### config.mk
export PLATFORM = sky130hd
export DESIGN_NAME = rhls_div
export DESIGN_NICKNAME = d
export VERILOG_FILES = /design/src/design/rhls_pkg.sv /design/src/design/rhls_div.sv
export SDC_FILE = /design/constraint.sdc
export NUM_CORES = 1
export LEC_CHECK = 0
export ABC_AREA = 1
export BUFFER_PORTS_ARGS = -buffer_cell sky130_fd_sc_hd__buf_2
export CORE_MARGIN = 5
export CORE_UTILIZATION = 43
export DETAILED_ROUTE_END_ITERATION = 10
export PLACE_DENSITY = 0.57
export SLEW_MARGIN = 10
export SYNTH_ARGS = -nofsm -noshare
export SYNTH_HDL_FRONTEND = slang
export SYNTH_SLANG_ARGS = --single-unit
export TNS_END_PERCENT = 5
### constraint.sdc
create_clock -name clk -period 5.7 [get_ports clk]
set_clock_uncertainty 0.15 [all_clocks]
set_input_delay 0.57 -clock clk [delete_from_list [all_inputs] [get_ports clk]]
set_output_delay 0.57 -clock clk [all_outputs]
set_load 0.01 [all_outputs]
### src/design/rhls_pkg.sv
// ----------------------------------------------------------------------------
// rhls_pkg
// Shared types and constants for the RGB to weighted HLS converter.
// ----------------------------------------------------------------------------
package rhls_pkg;

  localparam int CHAN_W     = 16;  // channel bits
  localparam int WEIGHT_W   = 17;  // Q1.16 weight, 65536 = 1.0
  localparam int HUE_W      = 19;  // Q3.16 hue
  localparam int Q16_W      = 17;  // Q0.16 fraction up to 1.0
  localparam int DEN_W      = 16;  // divisor and partial remainder
  localparam int QUO_W      = 17;  // quotient bits, one per divider stage
  localparam int DIV_STAGES = QUO_W;
  localparam int PROD_W     = Q16_W + WEIGHT_W;
  localparam int SUM_W      = PROD_W + 2;
  localparam int IDX_W      = 2;

  localparam logic [Q16_W-1:0]    ONE_Q16  = 17'd65536;
  localparam logic [CHAN_W-1:0]   CHAN_MAX = 16'hFFFF;
  localparam logic [CHAN_W-1:0]   VAL_MAX  = 16'hFFFF;

  // register indexes and reset values
  localparam logic [IDX_W-1:0]    REG_RED_WEIGHT   = 2'd0;
  localparam logic [IDX_W-1:0]    REG_GREEN_WEIGHT = 2'd1;
  localparam logic [IDX_W-1:0]    REG_BLUE_WEIGHT  = 2'd2;
  localparam logic [WEIGHT_W-1:0] RED_WEIGHT_RST   = 17'd24248;
  localparam logic [WEIGHT_W-1:0] GREEN_WEIGHT_RST = 17'd28180;
  localparam logic [WEIGHT_W-1:0] BLUE_WEIGHT_RST  = 17'd13107;

  // sextant bases of the hue, in whole sextants
  localparam logic [2:0] SEXT_RED   = 3'd0;
  localparam logic [2:0] SEXT_GREEN = 3'd2;
  localparam logic [2:0] SEXT_BLUE  = 3'd4;
  localparam logic [2:0] SEXT_WRAP  = 3'd6;

  // cone saturation cases
  localparam logic [1:0] CONE_ZERO = 2'd0;
  localparam logic [1:0] CONE_PASS = 2'd1;
  localparam logic [1:0] CONE_SAT  = 2'd2;
  localparam logic [1:0] CONE_DIV  = 2'd3;

  // sideband along the first divider
  typedef struct packed {
    logic [CHAN_W-1:0] hi;
    logic [2:0]        base;
    logic              sub;
    logic [CHAN_W-1:0] wsum;
  } side1_t;

  // sideband along the second divider
  typedef struct packed {
    logic [HUE_W-1:0]  hue;
    logic [Q16_W-1:0]  sat;
    logic [1:0]        mode;
    logic [CHAN_W-1:0] wsum;
  } side2_t;

endpackage

### src/design/rhls_div.sv
// ----------------------------------------------------------------------------
// rhls_div
// Pipelined restoring divider, one quotient bit per stage.
// The caller supplies the upper dividend part as a start remainder below the
// divisor and the remaining low dividend bits, MSB first.
// ----------------------------------------------------------------------------
module rhls_div (
  input  logic                        clk,
  input  logic                        en,
  input  logic [rhls_pkg::DEN_W-1:0]  rem_in,
  input  logic [rhls_pkg::QUO_W-1:0]  bits_in,
  input  logic [rhls_pkg::DEN_W-1:0]  den_in,
  output logic [rhls_pkg::QUO_W-1:0]  quo
);
  import rhls_pkg::*;

  logic [DEN_W-1:0] rem   [0:DIV_STAGES];
  logic [QUO_W-1:0] bits  [0:DIV_STAGES];
  logic [DEN_W-1:0] den   [0:DIV_STAGES];
  logic [QUO_W-1:0] quo_s [0:DIV_STAGES];
  logic [DEN_W:0]   trial [0:DIV_STAGES-1];
  logic [DEN_W:0]   diff  [0:DIV_STAGES-1];
  logic             ge    [0:DIV_STAGES-1];

  assign rem[0]   = rem_in;
  assign bits[0]  = bits_in;
  assign den[0]   = den_in;
  assign quo_s[0] = '0;

  // one trial subtract per stage
  for (genvar k = 0; k < DIV_STAGES; k++) begin : g_stage
    assign trial[k] = {rem[k], bits[k][QUO_W-1]};
    assign diff[k]  = trial[k] - {1'b0, den[k]};
    assign ge[k]    = (trial[k] >= {1'b0, den[k]});

    always_ff @(posedge clk) begin
      if (en) begin
        rem[k+1]   <= ge[k] ? diff[k][DEN_W-1:0] : trial[k][DEN_W-1:0];
        bits[k+1]  <= {bits[k][QUO_W-2:0], 1'b0};
        den[k+1]   <= den[k];
        quo_s[k+1] <= {quo_s[k][QUO_W-2:0], ge[k]};
      end
    end
  end

  assign quo = quo_s[DIV_STAGES];

endmodule

==> flow_summary.yaml <==
detailed_routing:
  drc: 0
  drt-total-wl_um: 112000
  dr.first_iter.drc_count: 2214
  firstDrtPassIters: 7
  vias: 33500
  wire_per_inst_um: 16.1
  vias_per_cell: 4.83
  ant_nets: 0
floorplanning:
  pin_count: 68
  die_h_um: 338
  core_area_sq_um: 107000
  dieArea_sq_um: 114000
  start_util: 0.432
  rows: 120
  die_w_um: 338
pwr:
  ir_drop_mv: 0.246
  leakage_nw: 25.3
  powerDensity_nw_per_um2: 501
yosys:
  ys_warn_count: 0
  yosys_most_used_dff: "edfxtp_1"
  syn_area_sq_um: 46300
  syn_avg_cell_area_sq_um: 8.70
  synthCells: 5320
  synth_edf_count: 801
  synth_seq_cells: 801
  ys_types: 41
  syn_nets: 5659
  async_reset_ff_frac: 0
  yosysSeqAreaShare: 0.520
sta:
  max_slew_margin: 0.418
  slew_viol_final: 0
  min_period_over_period: 0.543
  hold_viol_final: 0
  fin_crit_ns: 3.09
  finalSetupTns_ns: 0
  rsz0062_at_grt: "false"
  fmax_mhz: 323
  setup_viol: 0
  worst_slack_ns: 2.61
  worst_pin_slew_ns: 0.873
worst_setup_path:
  cp.arrival_ns: 3.35
  cp-start-kind: "flop"
  startpoint: "rem[231]"
  end_kind: "flop"
  r2r-start: "rem[231]"
  crit_fanout: 20
  path_class: "reg -> reg"
  critPathRequiredTime_ns: 5.96
global_routing:
  gr-total-overflow: 0
  grt_first_pass_wirelength_um: 178000
  grt.total_usage: 0.193
  grt_pass1_vias: 32200
  antenna_found_initial: 1
  grt_max_degree: 148
place:
  place_ws_ns: 2.53
  port_buffers: 67
  dp_hpwl_um: 85000
  gp_congestion: 0.890
  placed_cells_incl_taps: 6729
worst_hold_path:
  hold_start: "rem_in[5]"
  min_path_type: "in -> reg"
clocking:
  post_cts_buffers: 0
  cts.clk_slew.worst_paths_ns: 0.06
  cts_tree: "yes"
  ctsLongestPathBuffers: 3
  htreeDepth: 3
  clock_latency_ns: 0.67
  cts_root_buf: "clkbuf_16"
  clock_sinks: 801
  cts_buffers: 91
job:
  drv_cap: 0
final_layout:
  layoutNonFillerInstCount: 6928
  layout_commonest_cell: "nand2_1"
  layout-drive-gt1-share: 0.0605
  nets: 5790
  final_cell_mix: "nand2_1 (1950), inv_1 (1024), edfxtp_1 (801), nand3_1 (423), ha_1 (272)"
  diodes: 0
  area_growth_pct: 10.6
run_status:
  status: "finished, final reports clean"
## metal layers
metal	GRT usage	routed length [um]	up-vias
li1	-	-	17300
met3	0.0266	4620	209
met1	0.267	51700	15300
met2	0.318	51700	670
met5	0	13	-
met4	0.0609	3700	2
## sequential cells by signal, summed over array words and instances, names as in the netlist
name,flops
bits,136
quo,17
rem,256
quo_s,136
den,256
## stage by stage
step,power [mW],area (sq um),hold WS (ns),utilization
after floorplan,17.1,46300,0.250,-
after global placement,19.9,47900,0.250,0.448
after detailed placement,19.9,47900,0.255,0.448
after CTS,25.9,51200,0.0549,0.478
after global routing,27.8,51200,0.0850,0.478
final,25.6,51200,0.107,0.478
## cells in the mapped netlist (4+ instances only)
library cell	n	area, sq um
a21boi_1	4	30.0
a21oi_1	146	731
and2_1	15	93.8
and3_1	4	25.0
buf_2	19	95.1
buf_4	29	218
buf_6	17	191
clkbuf_2	5	25.0
edfxtp_1	801	24100
fa_1	16	320
ha_1	272	3400
inv_1	1024	3840
inv_2	5	18.8
nand2_1	1950	7320
nand2_2	28	175
nand2_4	14	158
nand3_1	423	2120
nand3_2	13	130
nand3_4	6	105
nand3b_1	32	240
nand4_1	69	432
nor2_1	197	739
nor2_2	14	87.6
nor2_4	16	180
nor3_1	41	205
o21a_1	14	105
o21ai_0	11	55.1
o21bai_1	10	75.1
or2_2	11	68.8
xnor2_1	21	184
xor2_1	75	657
## logic make-up (layout without fill, tap and decap cells)
logic type               count (synthesis)  in the layout  synth area share
AND/OR/NAND/NOR                       2841           2841             0.263
buffers and inverters                 1104           1309            0.0968
flip-flops                             801            801             0.520
adder cells (fa/ha/maj)                288            288            0.0804
AO/OA/AOI/OAI                          190            190            0.0222
XOR/XNOR                                96             96            0.0182
## path summary, 6_finish.rpt
kind,endpoint,slack (ns),depth (start not counted)
worst max-delay path,rem[213],2.61,12
worst min-delay path,rem[262],0.11,3
worst max register to register,rem[213],2.61,12
worst min register to register,bits[211],0.26,0
## timing repair
item                      in CTS  in global routing
resized for setup              0                  0
hold endpoints to repair      32                  0
hold buffers                  32                  0
## power breakdown
part,internal [mW],switching (mW),total (mW),leakage (nW)
registers,8.25,0.867,9.12,7.86
clock network,3.35,2.42,5.77,1.43
logic,3.62,7.12,10.7,16.0
total,15.2,10.4,25.6,25.3
## area by class of cell
class	instances	area (sq um)
clock inverter	62	609
multi-input combinational	3415	17800
inverter	1029	3860
clock buffer	105	2330
fill	10300	55900
tap	1403	1760
sequential	801	24100
timing repair buffer	113	821
## critical path, cell delays in order (launching register included)
cell	delay (ns)
edfxtp_1	0.39
ha_1	0.40
nand2_1	0.11
inv_1	0.09
nand2_1	0.05
nand2_1	0.09
inv_1	0.06
nand3_1	0.11
nand2_1	0.06
nand2_1	0.57
inv_1	0.52
nand2_1	0.17
nand2_1	0.06
Power figures use the tool's default switching activity.
